### src/multicast_receive_window_defines.svh
// Assertion macros shared by the receive window RTL.
`ifndef MULTICAST_RECEIVE_WINDOW_DEFINES_SVH
`define MULTICAST_RECEIVE_WINDOW_DEFINES_SVH

`ifndef ASSERT_OFF

// Immediate implication, checked at every rising edge outside reset.
`define MRW_ASSERT(name, clk, rst_n, prop, msg) \
  name: assert property (@(posedge clk) disable iff (!rst_n) (prop)) \
    else $error(msg);

// The consequent is checked in the cycle after the antecedent holds.
`define MRW_ASSERT_NEXT(name, clk, rst_n, pre, post, msg) \
  name: assert property (@(posedge clk) disable iff (!rst_n) (pre) |=> (post)) \
    else $error(msg);

`else

`define MRW_ASSERT(name, clk, rst_n, prop, msg)
`define MRW_ASSERT_NEXT(name, clk, rst_n, pre, post, msg)

`endif

`endif

### src/mrw_pkg.sv
package mrw_pkg;

  // Operation codes on the input word.
  localparam logic [1:0] OP_DATA    = 2'd0;
  localparam logic [1:0] OP_RELEASE = 2'd1;
  localparam logic [1:0] OP_GAP     = 2'd2;

  // Result kinds on the output word.
  localparam logic [1:0] KIND_CLOSE   = 2'd0;
  localparam logic [1:0] KIND_ENTRY   = 2'd1;
  localparam logic [1:0] KIND_MISSING = 2'd2;

  // Work the back end has to do for one queued word.
  typedef enum logic [1:0] {
    JOB_DATA    = 2'd0,
    JOB_RELEASE = 2'd1,
    JOB_GAP     = 2'd2,
    JOB_CLOSE   = 2'd3
  } job_e;

  // Classified word handed from the front end to the back end.
  typedef struct packed {
    job_e        job;
    logic [30:0] seq;
    logic [7:0]  sender;
    logic [30:0] value;
  } item_t;

  // One stored window entry.
  typedef struct packed {
    logic [30:0] seq;
    logic [7:0]  sender;
    logic [30:0] value;
  } entry_t;

endpackage

### src/mrw_if.sv
// Input channel: one request word per handshake.
interface mrw_in_if;
  logic               valid;
  logic               ready;
  logic [1:0]         operation;
  logic signed [31:0] sequence_req;
  logic [7:0]         sender;
  logic [30:0]        value;

  modport source (output valid, operation, sequence_req, sender, value, input ready);
  modport sink   (input valid, operation, sequence_req, sender, value, output ready);
endinterface

// Output channel: one result word per handshake.
interface mrw_out_if;
  logic               valid;
  logic               ready;
  logic [1:0]         kind;
  logic [30:0]        out_sequence;
  logic [7:0]         out_sender;
  logic [30:0]        out_value;
  logic signed [31:0] all_received_mark;
  logic               last;

  modport source (output valid, kind, out_sequence, out_sender, out_value,
                  all_received_mark, last, input ready);
  modport sink   (input valid, kind, out_sequence, out_sender, out_value,
                  all_received_mark, last, output ready);
endinterface

### src/mrw_ram.sv
module mrw_ram #(
  parameter int unsigned WIDTH = 8,
  parameter int unsigned DEPTH = 32,
  localparam int unsigned AW = (DEPTH > 1) ? $clog2(DEPTH) : 1
) (
  input  logic             clk_i,
  input  logic             we_i,
  input  logic [AW-1:0]    waddr_i,
  input  logic [WIDTH-1:0] wdata_i,
  input  logic             re_i,
  input  logic [AW-1:0]    raddr_i,
  output logic [WIDTH-1:0] rdata_o
);

  logic [WIDTH-1:0] mem_q [DEPTH];
  logic [WIDTH-1:0] rdata_q;

  // One write port and one registered read port; the read data holds when not enabled.
  always_ff @(posedge clk_i) begin
    if (we_i) begin
      mem_q[waddr_i] <= wdata_i;
    end
    if (re_i) begin
      rdata_q <= mem_q[raddr_i];
    end
  end

  assign rdata_o = rdata_q;

endmodule

### src/mrw_front.sv
module mrw_front import mrw_pkg::*; #(
  parameter int unsigned WINDOW_SLOTS = 32,
  localparam int unsigned SLOT_W = $clog2(WINDOW_SLOTS)
) (
  input  logic              clk_i,
  input  logic              rst_ni,
  mrw_in_if.sink            in_i,
  output logic              push_o,
  output item_t             item_o,
  output logic [SLOT_W-1:0] slot_o,
  input  logic              full_i
);

  localparam logic [SLOT_W+7:0] WIN_EXT = (SLOT_W+8)'(WINDOW_SLOTS);

  typedef enum logic [2:0] {
    FR_IDLE = 3'b001,
    FR_MOD  = 3'b010,
    FR_PUSH = 3'b100
  } fr_state_e;

  fr_state_e         state_q, state_d;
  item_t             item_q, item_d;
  logic [SLOT_W-1:0] rem_q, rem_d;
  logic [1:0]        byte_q, byte_d;
  logic [31:0]       seq_word;
  job_e              job_in;

  // Folds one byte into the running remainder modulo the window size.
  function automatic logic [SLOT_W-1:0] mod_step(logic [SLOT_W-1:0] r, logic [7:0] b);
    logic [SLOT_W+7:0] t;
    t = {r, b};
    for (int k = 7; k >= 0; k--) begin
      if (t >= (WIN_EXT << k)) begin
        t = t - (WIN_EXT << k);
      end
    end
    return t[SLOT_W-1:0];
  endfunction

  // Classify the incoming word; a negative sequence or an unknown code only closes.
  always_comb begin
    unique case (in_i.operation)
      OP_DATA:    job_in = JOB_DATA;
      OP_RELEASE: job_in = JOB_RELEASE;
      OP_GAP:     job_in = JOB_GAP;
      default:    job_in = JOB_CLOSE;
    endcase
    if (in_i.sequence_req[31]) begin
      job_in = JOB_CLOSE;
    end
  end

  assign seq_word = {1'b0, item_q.seq};

  // Accept, reduce a data or release sequence to a slot one byte per cycle, then queue.
  always_comb begin
    state_d = state_q;
    item_d  = item_q;
    rem_d   = rem_q;
    byte_d  = byte_q;
    unique case (state_q)
      FR_IDLE: begin
        if (in_i.valid) begin
          item_d.job    = job_in;
          item_d.seq    = in_i.sequence_req[30:0];
          item_d.sender = in_i.sender;
          item_d.value  = in_i.value;
          rem_d         = '0;
          byte_d        = 2'd3;
          if (job_in == JOB_DATA || job_in == JOB_RELEASE) begin
            state_d = FR_MOD;
          end else begin
            state_d = FR_PUSH;
          end
        end
      end
      FR_MOD: begin
        rem_d  = mod_step(rem_q, seq_word[{byte_q, 3'b000} +: 8]);
        byte_d = byte_q - 2'd1;
        if (byte_q == 2'd0) begin
          state_d = FR_PUSH;
        end
      end
      FR_PUSH: begin
        if (!full_i) begin
          state_d = FR_IDLE;
        end
      end
      default: state_d = FR_IDLE;
    endcase
  end

  always_ff @(posedge clk_i or negedge rst_ni) begin
    if (!rst_ni) begin
      state_q <= FR_IDLE;
      byte_q  <= '0;
    end else begin
      state_q <= state_d;
      byte_q  <= byte_d;
    end
  end

  always_ff @(posedge clk_i) begin
    item_q <= item_d;
    rem_q  <= rem_d;
  end

  assign in_i.ready = (state_q == FR_IDLE);
  assign push_o     = (state_q == FR_PUSH) && !full_i;
  assign item_o     = item_q;
  assign slot_o     = rem_q;

endmodule

### src/mrw_queue.sv
`include "multicast_receive_window_defines.svh"

module mrw_queue #(
  parameter int unsigned WIDTH = 8
) (
  input  logic             clk_i,
  input  logic             rst_ni,
  input  logic             push_i,
  input  logic [WIDTH-1:0] wdata_i,
  output logic             full_o,
  input  logic             pop_i,
  output logic [WIDTH-1:0] rdata_o,
  output logic             valid_o
);

  logic [WIDTH-1:0] mem_q [2];
  logic             wr_q, rd_q;
  logic [1:0]       cnt_q;

  // Two-entry ring between the front and back ends.
  always_ff @(posedge clk_i or negedge rst_ni) begin
    if (!rst_ni) begin
      wr_q  <= 1'b0;
      rd_q  <= 1'b0;
      cnt_q <= 2'd0;
    end else begin
      if (push_i) begin
        wr_q <= ~wr_q;
      end
      if (pop_i) begin
        rd_q <= ~rd_q;
      end
      if (push_i && !pop_i) begin
        cnt_q <= cnt_q + 2'd1;
      end else if (pop_i && !push_i) begin
        cnt_q <= cnt_q - 2'd1;
      end
    end
  end

  always_ff @(posedge clk_i) begin
    if (push_i) begin
      mem_q[wr_q] <= wdata_i;
    end
  end

  assign full_o  = (cnt_q == 2'd2);
  assign valid_o = (cnt_q != 2'd0);
  assign rdata_o = mem_q[rd_q];

  // The back end only retires a word that is there, and the front end never overfills.
  `MRW_ASSERT(a_pop_not_empty, clk_i, rst_ni, pop_i |-> cnt_q != 2'd0, "pop from empty queue")
  `MRW_ASSERT(a_push_not_full, clk_i, rst_ni, push_i |-> cnt_q != 2'd2, "push into full queue")

endmodule

### src/mrw_back.sv
`include "multicast_receive_window_defines.svh"

module mrw_back import mrw_pkg::*; #(
  parameter int unsigned WINDOW_SLOTS = 32,
  parameter int unsigned GAP_LIST_MAX = 8,
  localparam int unsigned SLOT_W = $clog2(WINDOW_SLOTS)
) (
  input  logic              clk_i,
  input  logic              rst_ni,
  input  logic              head_valid_i,
  input  item_t             head_i,
  input  logic [SLOT_W-1:0] head_slot_i,
  output logic              pop_o,
  mrw_out_if.source         out_o
);

  localparam int unsigned      CNT_W     = $clog2(GAP_LIST_MAX + 1);
  localparam logic [SLOT_W-1:0] LAST_SLOT = SLOT_W'(WINDOW_SLOTS - 1);
  localparam logic [CNT_W-1:0]  LAST_GAP  = CNT_W'(GAP_LIST_MAX - 1);

  typedef enum logic [4:0] {
    ST_IDLE  = 5'b00001,
    ST_STORE = 5'b00010,
    ST_PRIME = 5'b00100,
    ST_WALK  = 5'b01000,
    ST_CLOSE = 5'b10000
  } bk_state_e;

  bk_state_e          state_q, state_d;
  logic signed [31:0] mark_q, mark_d;
  logic [SLOT_W-1:0]  mark_slot_q, mark_slot_d;
  logic [30:0]        next_rel_q, next_rel_d;
  logic [SLOT_W-1:0]  next_rel_slot_q, next_rel_slot_d;
  logic [WINDOW_SLOTS-1:0] valid_q, valid_d;
  logic [31:0]        cursor_q, cursor_d;
  logic [SLOT_W-1:0]  cur_slot_q, cur_slot_d;
  logic [SLOT_W-1:0]  steps_q, steps_d;
  logic [CNT_W-1:0]   cnt_q, cnt_d;

  logic               out_valid_q;
  logic [1:0]         kind_q;
  logic [30:0]        oseq_q;
  logic [7:0]         osnd_q;
  logic [30:0]        oval_q;
  logic signed [31:0] omark_q;
  logic               olast_q;

  logic               load;
  logic [1:0]         load_kind;
  logic [30:0]        load_seq;
  logic [7:0]         load_snd;
  logic [30:0]        load_val;
  logic               load_last;

  logic               ram_we, ram_re;
  logic [SLOT_W-1:0]  ram_raddr;
  entry_t             ram_wdata;
  entry_t             rd_entry;

  logic [31:0]        mark_inc;
  logic [SLOT_W-1:0]  next_slot;
  logic               emit_ok, slot_v, hit, emit_entry, clr, last_step;
  logic               walk_step, walk_done;

  function automatic logic [SLOT_W-1:0] inc_slot(logic [SLOT_W-1:0] s);
    return (s == LAST_SLOT) ? '0 : s + SLOT_W'(1);
  endfunction

  mrw_ram #(
    .WIDTH ($bits(entry_t)),
    .DEPTH (WINDOW_SLOTS)
  ) u_slots (
    .clk_i   (clk_i),
    .we_i    (ram_we),
    .waddr_i (head_slot_i),
    .wdata_i (ram_wdata),
    .re_i    (ram_re),
    .raddr_i (ram_raddr),
    .rdata_o (rd_entry)
  );

  assign ram_wdata = '{seq: head_i.seq, sender: head_i.sender, value: head_i.value};

  // Evaluation of the slot under the cursor.
  assign mark_inc   = $unsigned(mark_q) + 32'd1;
  assign next_slot  = inc_slot(cur_slot_q);
  assign emit_ok    = !out_valid_q || out_o.ready;
  assign slot_v     = valid_q[cur_slot_q];
  assign hit        = slot_v && ({1'b0, rd_entry.seq} == cursor_q);
  assign emit_entry = slot_v && (rd_entry.seq == cursor_q[30:0]);
  assign clr        = slot_v && (rd_entry.seq <= cursor_q[30:0]);
  assign last_step  = (steps_q == LAST_SLOT);

  // Sequencer: one window slot per cycle, stalling whenever a result cannot be placed.
  always_comb begin
    state_d         = state_q;
    mark_d          = mark_q;
    mark_slot_d     = mark_slot_q;
    next_rel_d      = next_rel_q;
    next_rel_slot_d = next_rel_slot_q;
    valid_d         = valid_q;
    cursor_d        = cursor_q;
    cur_slot_d      = cur_slot_q;
    steps_d         = steps_q;
    cnt_d           = cnt_q;
    ram_we          = 1'b0;
    ram_re          = 1'b0;
    ram_raddr       = cur_slot_q;
    pop_o           = 1'b0;
    load            = 1'b0;
    load_kind       = KIND_CLOSE;
    load_seq        = '0;
    load_snd        = '0;
    load_val        = '0;
    load_last       = 1'b0;
    walk_step       = 1'b0;
    walk_done       = 1'b0;

    unique case (state_q)
      ST_IDLE: begin
        if (head_valid_i) begin
          unique case (head_i.job)
            JOB_DATA: begin
              if (!mark_q[31] && head_i.seq <= mark_q[30:0]) begin
                state_d = ST_CLOSE;
              end else begin
                state_d = ST_STORE;
              end
            end
            JOB_RELEASE: begin
              if (head_i.seq < next_rel_q) begin
                state_d = ST_CLOSE;
              end else begin
                cursor_d   = {1'b0, next_rel_q};
                cur_slot_d = next_rel_slot_q;
                steps_d    = '0;
                state_d    = ST_PRIME;
              end
            end
            JOB_GAP: begin
              if (mark_inc > {1'b0, head_i.seq}) begin
                state_d = ST_CLOSE;
              end else begin
                cursor_d   = mark_inc;
                cur_slot_d = mark_slot_q;
                steps_d    = '0;
                cnt_d      = '0;
                state_d    = ST_PRIME;
              end
            end
            JOB_CLOSE: state_d = ST_CLOSE;
          endcase
        end
      end

      // Store into an empty slot; an in-order arrival then walks the mark forward.
      ST_STORE: begin
        if (!valid_q[head_slot_i]) begin
          ram_we               = 1'b1;
          valid_d[head_slot_i] = 1'b1;
        end
        if ({1'b0, head_i.seq} == mark_inc) begin
          cursor_d   = mark_inc;
          cur_slot_d = mark_slot_q;
          steps_d    = '0;
          state_d    = ST_PRIME;
        end else begin
          state_d = ST_CLOSE;
        end
      end

      ST_PRIME: begin
        ram_re  = 1'b1;
        state_d = ST_WALK;
      end

      ST_WALK: begin
        unique case (head_i.job)
          JOB_DATA: begin
            walk_step = 1'b1;
            walk_done = !hit || last_step;
            if (hit) begin
              mark_d      = $signed(cursor_q);
              mark_slot_d = next_slot;
            end
          end
          JOB_RELEASE: begin
            walk_step = !emit_entry || emit_ok;
            walk_done = (cursor_q[30:0] == head_i.seq) || last_step;
            if (walk_step) begin
              if (emit_entry) begin
                load      = 1'b1;
                load_kind = KIND_ENTRY;
                load_seq  = cursor_q[30:0];
                load_snd  = rd_entry.sender;
                load_val  = rd_entry.value;
              end
              if (clr) begin
                valid_d[cur_slot_q] = 1'b0;
              end
              if (walk_done) begin
                // The next undelivered sequence saturates at the top sequence.
                if (&head_i.seq) begin
                  next_rel_d      = head_i.seq;
                  next_rel_slot_d = head_slot_i;
                end else begin
                  next_rel_d      = head_i.seq + 31'd1;
                  next_rel_slot_d = inc_slot(head_slot_i);
                end
              end
            end
          end
          JOB_GAP: begin
            walk_step = hit || emit_ok;
            walk_done = (cursor_q == {1'b0, head_i.seq}) || (!hit && cnt_q == LAST_GAP);
            if (walk_step && !hit) begin
              load      = 1'b1;
              load_kind = KIND_MISSING;
              load_seq  = cursor_q[30:0];
              cnt_d     = cnt_q + CNT_W'(1);
            end
          end
          JOB_CLOSE: begin
            walk_step = 1'b1;
            walk_done = 1'b1;
          end
        endcase
        if (walk_step) begin
          if (walk_done) begin
            state_d = ST_CLOSE;
          end else begin
            cursor_d   = cursor_q + 32'd1;
            cur_slot_d = next_slot;
            steps_d    = steps_q + SLOT_W'(1);
            ram_re     = 1'b1;
            ram_raddr  = next_slot;
          end
        end
      end

      ST_CLOSE: begin
        if (emit_ok) begin
          load      = 1'b1;
          load_kind = KIND_CLOSE;
          load_last = 1'b1;
          pop_o     = 1'b1;
          state_d   = ST_IDLE;
        end
      end

      default: state_d = ST_IDLE;
    endcase
  end

  always_ff @(posedge clk_i or negedge rst_ni) begin
    if (!rst_ni) begin
      state_q         <= ST_IDLE;
      mark_q          <= -32'sd1;
      mark_slot_q     <= '0;
      next_rel_q      <= '0;
      next_rel_slot_q <= '0;
      valid_q         <= '0;
      cursor_q        <= '0;
      cur_slot_q      <= '0;
      steps_q         <= '0;
      cnt_q           <= '0;
      out_valid_q     <= 1'b0;
    end else begin
      state_q         <= state_d;
      mark_q          <= mark_d;
      mark_slot_q     <= mark_slot_d;
      next_rel_q      <= next_rel_d;
      next_rel_slot_q <= next_rel_slot_d;
      valid_q         <= valid_d;
      cursor_q        <= cursor_d;
      cur_slot_q      <= cur_slot_d;
      steps_q         <= steps_d;
      cnt_q           <= cnt_d;
      if (load) begin
        out_valid_q <= 1'b1;
      end else if (out_o.ready) begin
        out_valid_q <= 1'b0;
      end
    end
  end

  // Output register payload; the mark is captured as it stands when the word is built.
  always_ff @(posedge clk_i) begin
    if (load) begin
      kind_q  <= load_kind;
      oseq_q  <= load_seq;
      osnd_q  <= load_snd;
      oval_q  <= load_val;
      omark_q <= mark_q;
      olast_q <= load_last;
    end
  end

  assign out_o.valid             = out_valid_q;
  assign out_o.kind              = kind_q;
  assign out_o.out_sequence      = oseq_q;
  assign out_o.out_sender        = osnd_q;
  assign out_o.out_value         = oval_q;
  assign out_o.all_received_mark = omark_q;
  assign out_o.last              = olast_q;

  // The mark only ever moves up by one sequence per cycle.
  `MRW_ASSERT_NEXT(a_mark_step, clk_i, rst_ni, 1'b1,
    (mark_q == $past(mark_q)) || (mark_q == $past(mark_q) + 32'sd1),
    "received mark moved by more than one")
  // A closing word is built only when the queued word is retired.
  `MRW_ASSERT(a_close_retires, clk_i, rst_ni, (load && load_last) |-> (state_q == ST_CLOSE && pop_o),
    "closing word without retiring the operation")
  // The release point changes only at the end of a release walk.
  `MRW_ASSERT(a_release_point, clk_i, rst_ni,
    (next_rel_q != $past(next_rel_q)) |-> ($past(state_q) == ST_WALK && $past(head_i.job) == JOB_RELEASE),
    "release point changed outside a release")

endmodule

### src/multicast_receive_window.sv
// Channel   Direction  Handshake        Word
// in_i      input      valid / ready    operation, sequence_req, sender, value
// out_o     output     valid / ready    kind, out_sequence, out_sender, out_value,
//                                       all_received_mark, last
//
// Front: takes one word at a time and a new one only once the last is queued; a data or release
// sequence is first reduced to its window slot one byte per cycle, then queued.
// Back, one slot per cycle while no result is held up: an in-order arrival walks the mark over
// each slot it moves, at most the whole window; another arrival is only stored, an ignored
// one only closes; a release walks at most WINDOW_SLOTS slots, a gap scan to its end or limit.
// Reset clears flags, mark and release point at once; a full output halts release and gap walks.
module multicast_receive_window import mrw_pkg::*; #(
  parameter int unsigned WINDOW_SLOTS = 32,
  parameter int unsigned GAP_LIST_MAX = 8
) (
  input  logic      clk_i,
  input  logic      rst_ni,
  mrw_in_if.sink    in_i,
  mrw_out_if.source out_o
);

  localparam int unsigned SLOT_W = $clog2(WINDOW_SLOTS);
  localparam int unsigned QW     = $bits(item_t) + SLOT_W;

  logic              push, full, pop, head_valid;
  item_t             front_item, head_item;
  logic [SLOT_W-1:0] front_slot, head_slot;
  logic [QW-1:0]     head_word;

  // Front end: accept and classify.
  mrw_front #(
    .WINDOW_SLOTS (WINDOW_SLOTS)
  ) u_front (
    .clk_i  (clk_i),
    .rst_ni (rst_ni),
    .in_i   (in_i),
    .push_o (push),
    .item_o (front_item),
    .slot_o (front_slot),
    .full_i (full)
  );

  // Short queue so either side can stall on its own.
  mrw_queue #(
    .WIDTH (QW)
  ) u_queue (
    .clk_i   (clk_i),
    .rst_ni  (rst_ni),
    .push_i  (push),
    .wdata_i ({front_item, front_slot}),
    .full_o  (full),
    .pop_i   (pop),
    .rdata_o (head_word),
    .valid_o (head_valid)
  );

  assign head_item = head_word[QW-1:SLOT_W];
  assign head_slot = head_word[SLOT_W-1:0];

  // Back end: window store and slot walks.
  mrw_back #(
    .WINDOW_SLOTS (WINDOW_SLOTS),
    .GAP_LIST_MAX (GAP_LIST_MAX)
  ) u_back (
    .clk_i        (clk_i),
    .rst_ni       (rst_ni),
    .head_valid_i (head_valid),
    .head_i       (head_item),
    .head_slot_i  (head_slot),
    .pop_o        (pop),
    .out_o        (out_o)
  );

endmodule

### src/flat_wrapper.sv
// flat-port wrapper written by rule: the top's interface ports become plain ports
module multicast_receive_window_flat import mrw_pkg::*;
#(
  parameter int unsigned WINDOW_SLOTS = 32,
  parameter int unsigned GAP_LIST_MAX = 8
)
  (clk_i, rst_ni, in_i_valid, in_i_operation, in_i_sequence_req, in_i_sender, in_i_value, in_i_ready, out_o_valid, out_o_kind, out_o_out_sequence, out_o_out_sender, out_o_out_value, out_o_all_received_mark, out_o_last, out_o_ready);
  mrw_in_if in_i_i ();
  mrw_out_if out_o_i ();
  input  logic clk_i;
  input  logic rst_ni;
  input wire logic [$bits(in_i_i.valid)-1:0] in_i_valid;
  input wire logic [$bits(in_i_i.operation)-1:0] in_i_operation;
  input wire logic [$bits(in_i_i.sequence_req)-1:0] in_i_sequence_req;
  input wire logic [$bits(in_i_i.sender)-1:0] in_i_sender;
  input wire logic [$bits(in_i_i.value)-1:0] in_i_value;
  output wire logic [$bits(in_i_i.ready)-1:0] in_i_ready;
  output wire logic [$bits(out_o_i.valid)-1:0] out_o_valid;
  output wire logic [$bits(out_o_i.kind)-1:0] out_o_kind;
  output wire logic [$bits(out_o_i.out_sequence)-1:0] out_o_out_sequence;
  output wire logic [$bits(out_o_i.out_sender)-1:0] out_o_out_sender;
  output wire logic [$bits(out_o_i.out_value)-1:0] out_o_out_value;
  output wire logic [$bits(out_o_i.all_received_mark)-1:0] out_o_all_received_mark;
  output wire logic [$bits(out_o_i.last)-1:0] out_o_last;
  input wire logic [$bits(out_o_i.ready)-1:0] out_o_ready;
  assign in_i_i.valid = in_i_valid;
  assign in_i_i.operation = in_i_operation;
  assign in_i_i.sequence_req = in_i_sequence_req;
  assign in_i_i.sender = in_i_sender;
  assign in_i_i.value = in_i_value;
  assign in_i_ready = in_i_i.ready;
  assign out_o_valid = out_o_i.valid;
  assign out_o_kind = out_o_i.kind;
  assign out_o_out_sequence = out_o_i.out_sequence;
  assign out_o_out_sender = out_o_i.out_sender;
  assign out_o_out_value = out_o_i.out_value;
  assign out_o_all_received_mark = out_o_i.all_received_mark;
  assign out_o_last = out_o_i.last;
  assign out_o_i.ready = out_o_ready;
  multicast_receive_window #(.WINDOW_SLOTS(WINDOW_SLOTS), .GAP_LIST_MAX(GAP_LIST_MAX)) u_core (.clk_i(clk_i), .rst_ni(rst_ni), .in_i(in_i_i), .out_o(out_o_i));
endmodule
### config.mk
export PLATFORM = sky130hd
export DESIGN_NAME = multicast_receive_window_flat
export DESIGN_NICKNAME = d
export VERILOG_FILES = /design/src/mrw_pkg.sv /design/src/mrw_if.sv /design/src/mrw_ram.sv /design/src/mrw_front.sv /design/src/mrw_queue.sv /design/src/mrw_back.sv /design/src/multicast_receive_window.sv /design/src/flat_wrapper.sv
export VERILOG_INCLUDE_DIRS = /design/src /design/src/src
export SDC_FILE = /design/constraint.sdc
export NUM_CORES = 2
export LEC_CHECK = 0
export ABC_CLOCK_PERIOD_IN_PS = 7350
export BUFFER_PORTS_ARGS = -buffer_cell sky130_fd_sc_hd__clkbuf_2
export CAP_MARGIN = 10
export CORE_MARGIN = 2
export CORE_UTILIZATION = 50
export DETAILED_ROUTE_END_ITERATION = 6
export GPL_TIMING_DRIVEN = 0
export PLACE_DENSITY = 0.79
export SLEW_MARGIN = 20
export SYNTH_ARGS = -nofsm -noshare
export SYNTH_HDL_FRONTEND = slang
export SYNTH_HIERARCHICAL = 1
export SYNTH_SLANG_ARGS = --single-unit
### constraint.sdc
create_clock -name clk_i -period 7.35 [get_ports clk_i]
set_input_delay 1.47 -clock clk_i [delete_from_list [all_inputs] [get_ports clk_i]]
set_output_delay 1.47 -clock clk_i [all_outputs]
set_load 0.01 [all_outputs]
==> impl_metrics.json <==
{
  "ctsHoldBuffers": 0,
  "min_period_over_period_pct": 99.8,
  "fin_nets": 6376,
  "port_buffers": 183,
  "vias": 65000,
  "cts.htree.levels": 5,
  "skew_ns": 0.105,
  "cts-resized-gates": 62,
  "p_clk_share_pct": 28.8,
  "relSlewSlack_pct": 14.8,
  "comb_power_share_pct": 32.0,
  "timing.rr.end": "u_core/u_back/u_slots/rdata_o[49]$_DFFE_PP_",
  "synth.distinct_cells": 88,
  "critPathCapture": "u_core/u_back/u_slots/rdata_o[49]$_DFFE_PP_",
  "antenna_found_initial": 15,
  "cts.clk_slew.worst_paths_ns": 0.07,
  "setup_viol": 0,
  "finalHoldViolCount": 0,
  "layout_setup_ws_ns": 0.0121,
  "syn_inst": 5517,
  "yosysWarningCount": 6,
  "grt_util_all_layers_pct": 31.6,
  "synth_top_area_cell": "edfxtp_1",
  "whs_ns": 0.447,
  "critical_path.max_fanout": 10,
  "dpl.hpwl_um": 224000,
  "drt-initial-drc-count": 11000,
  "postCtsSetupBuffers": 0,
  "clk_latency_ns": 0.96,
  "syn_area_per_cell_um2": 20.4,
  "drv_slew": 0,
  "synth_nets": 5739,
  "syn_area_um2": 113000,
  "ant_nets": 0,
  "r2r-start": "u_core/u_back/cursor_q[3]$_DFFE_PN0P_",
  "crit_path_end_kind": "register",
  "critPathRequiredTime_ns": 7.96,
  "cts_buffers": 290,
  "p_int_mw": 33.5,
  "cts_tree": "built",
  "first_pass_iters": 6,
  "synth.area.top_cells": "edfxtp_1 70%, mux4_2 13%, dfrtp_1 2.9%, ha_1 1.6%, mux2_2 1.4%",
  "startpoint_type": "register",
  "ff2ff_setup_slack_ns": 0.01,
  "drt_wl_total_um": 365000,
  "final_cells": 9354,
  "drive_gt1_share_pct": 29.3,
  "post-route-drc-count": 0,
  "io_pins": 184,
  "synth_edf_count": 2646,
  "gp_congestion": 0.949,
  "grt_setup_unrepaired": "yes",
  "timing.fmax_mhz": 136,
  "start_util_pct": 50.2,
  "die_y_um": 479,
  "grt_pass1_vias": 64900,
  "post_drt_wl_per_cell_um": 39.0,
  "viasPerCell": 6.94,
  "ys_seq_elements": 2812,
  "ys.flop_type": "edfxtp_1",
  "grt_pass1_wl_um": 505000,
  "synth_top_area_share_pct": 70.5,
  "cts_sinks": 2812,
  "syn2layout_area_growth_pct": 16.1,
  "core_area_um2": 224000,
  "async_flop_share_pct": 5.90,
  "p_sw_share_pct": 33.3,
  "hold_class": "reg2reg",
  "dp_cells": 8858,
  "root_buffer": "clkbuf_16",
  "cap_violations": 0,
  "seqPwrFrac_pct": 39.2,
  "leakage_nw": 42.8,
  "pwr_density_cell_nw_per_um2": 383,
  "tightest_slew_ns": 1.28,
  "switchingPower_mw": 16.7,
  "gr-total-overflow": 0,
  "die_w_um": 479,
  "die-area_um2": 229000,
  "place_ws_ns": -1.41,
  "status": "complete, no violations",
  "arrival_ns": 7.95,
  "cp-startpoint": "u_core/u_back/cursor_q[3]$_DFFE_PN0P_",
  "fp-row-count": 174,
  "grt_max_degree": 76,
  "ir_drop_mv": 0.306,
  "timing.final.crit_period_ns": 7.34,
  "criticalPathCategory": "reg2reg",
  "reg2regPathDepth": 17,
  "ys_seq_area_share_pct": 74.2,
  "clockBufferDepth": 4
}
-- power by group through the flow --
stage	Clock [mW]	Sequential (mW)	Combinational, mW
2_1_floorplan	0	19.8	9.45
3_3_place_gp	0	20.0	14.3
3_5_place_dp	0	20.0	14.9
4_1_cts	14.5	19.6	15.6
5_1_grt	15.0	19.7	16.4
6_report	14.4	19.7	16.0
-- per-stage QoR --
| stage | instance area [um^2] | power (mW) | util, % | setup TNS (ns) |
|---|---|---|---|---|
| detailed placement | 122000 | 34.9 | 54.2 | -71.45 |
| global placement | 117000 | 34.3 | 52.3 | - |
| finish | 131000 | 50.1 | 58.3 | 0 |
| CTS | 131000 | 49.7 | 58.2 | 0 |
| floorplan | 113000 | 29.3 | - | 0 |
| global route | 131000 | 51.1 | 58.3 | -0.0348 |
-- routing by layer --
metal	part of all wire, %	up-vias	global-route usage, %
met2	47	6318	49.7
met4	7.1	6	18.2
met5	0.014	-	0
li1	-	24100	-
met1	33	33100	39.6
met3	14	1427	8.74
-- flip-flops by register name (all words and copies together) (netlist names), 8 cells and up --
register / cells
u_core/u_back/valid_q: 32
u_core/u_back/u_slots/mem_q: 2240
u_core/u_back/out_o.out_sequence: 31
u_core/u_back/mark_q: 32
u_core/u_back/out_o.out_value: 31
u_core/u_back/next_rel_q: 31
u_core/u_back/out_o.out_sender: 8
u_core/u_back/cursor_q: 32
u_core/u_back/out_o.all_received_mark: 32
u_core/u_back/u_slots/rdata_o: 70
u_core/u_front/item_o: 72
u_core/u_queue/mem_q: 154
-- worst min-delay path by stage --
stage,startpoint,endpoint,depth (start not counted)
finish,u_core/u_front/item_o[8]$_DFFE_PP_,u_core/u_queue/mem_q[0][13]$_DFFE_PP_,0
global route,u_core/u_front/item_o[21]$_DFFE_PP_,u_core/u_queue/mem_q[0][26]$_DFFE_PP_,0
CTS,u_core/u_front/item_o[8]$_DFFE_PP_,u_core/u_queue/mem_q[1][13]$_DFFE_PP_,0
detailed placement,u_core/u_front/item_o[8]$_DFFE_PP_,u_core/u_queue/mem_q[1][13]$_DFFE_PP_,0
global placement,u_core/u_front/item_o[10]$_DFFE_PP_,u_core/u_queue/mem_q[0][15]$_DFFE_PP_,0
floorplan,u_core/u_front/slot_o[0]$_SDFFCE_PP0P_,u_core/u_queue/mem_q[0][0]$_DFFE_PP_,0
-- Yosys cell counts (all sizes together), types with 23 or more instances --
master / n
nand3: 62
and2: 86
o211ai: 25
edfxtp: 2646
nand2: 102
nor4: 34
buf: 128
a221oi: 24
xnor2: 91
dfrtp: 132
mux2: 164
inv: 148
a31oi: 38
ha: 145
clkbuf: 147
a21o: 25
nand4: 53
mux4: 670
a21oi: 86
a211oi: 23
mux2i: 73
nor3: 43
o22ai: 27
nor2: 142
dfstp: 34
o21ai: 77
-- worst max-delay path, stage by stage, from the launching register on --
cell,delay (ns)
dfrtp_1,0.62
inv_1,0.25
ha_1,0.36
nand4_1,0.39
nor4_4,0.42
buf_4,0.23
nand3_1,0.27
a311oi_4,0.47
o2111a_2,0.42
o211a_1,0.29
clkbuf_1,0.36
nand2_1,0.09
o21ai_0,0.09
clkbuf_2,0.52
clkbuf_2,0.56
clkbuf_1,0.87
mux4_2,0.46
mux2_2,0.34
-- layout make-up --
| class | instances | area, um^2 |
|---|---|---|
| antenna | 9 | 22.5 |
| buffer | 271 | 1410 |
| clock buffer | 346 | 7630 |
| clock inverter | 145 | 1320 |
| fill | 15100 | 93600 |
| inverter | 151 | 572 |
| multi-input combinational | 2279 | 27700 |
| sequential | 2812 | 83700 |
| tap | 2992 | 3740 |
| timing repair buffer | 349 | 4770 |
-- layout by cell type, fill, tap and decap left out, types with 25 or more instances in the layout --
cell type  count
a21o_1        25
a21oi_1       84
a31oi_1       38
and2_1        85
buf_12        91
buf_16        73
buf_2         82
clkbuf_1     140
clkbuf_16    297
clkbuf_2     230
clkinv_1      58
clkinv_2      39
dfrtp_1      132
dfstp_2       34
edfxtp_1    2646
ha_1         145
inv_1        147
mux2_2       143
mux2i_1       73
mux4_2       670
nand2_1      102
nand3_1       62
nand4_1       53
nor2_1       110
nor2_4        32
nor3_1        40
nor4_1        28
o211ai_1      25
o21ai_0       71
o22ai_1       26
xnor2_1       91
-- cell families (layout without fill, tap and decap cells) --
logic type      after synthesis  count (layout)  synth area share [%]
simple gates                634             634                  2.95
fa+ha+maj                   145             145                  1.61
compound gates              494             494                  3.12
other cells                   0               9                     0
mux                         907             907                  15.7
buf+inv                     426            1262                  1.63
flops                      2812            2812                  74.2
xor+xnor                     99              99                 0.769
No activity file was read; power rests on OpenSTA's default activity.
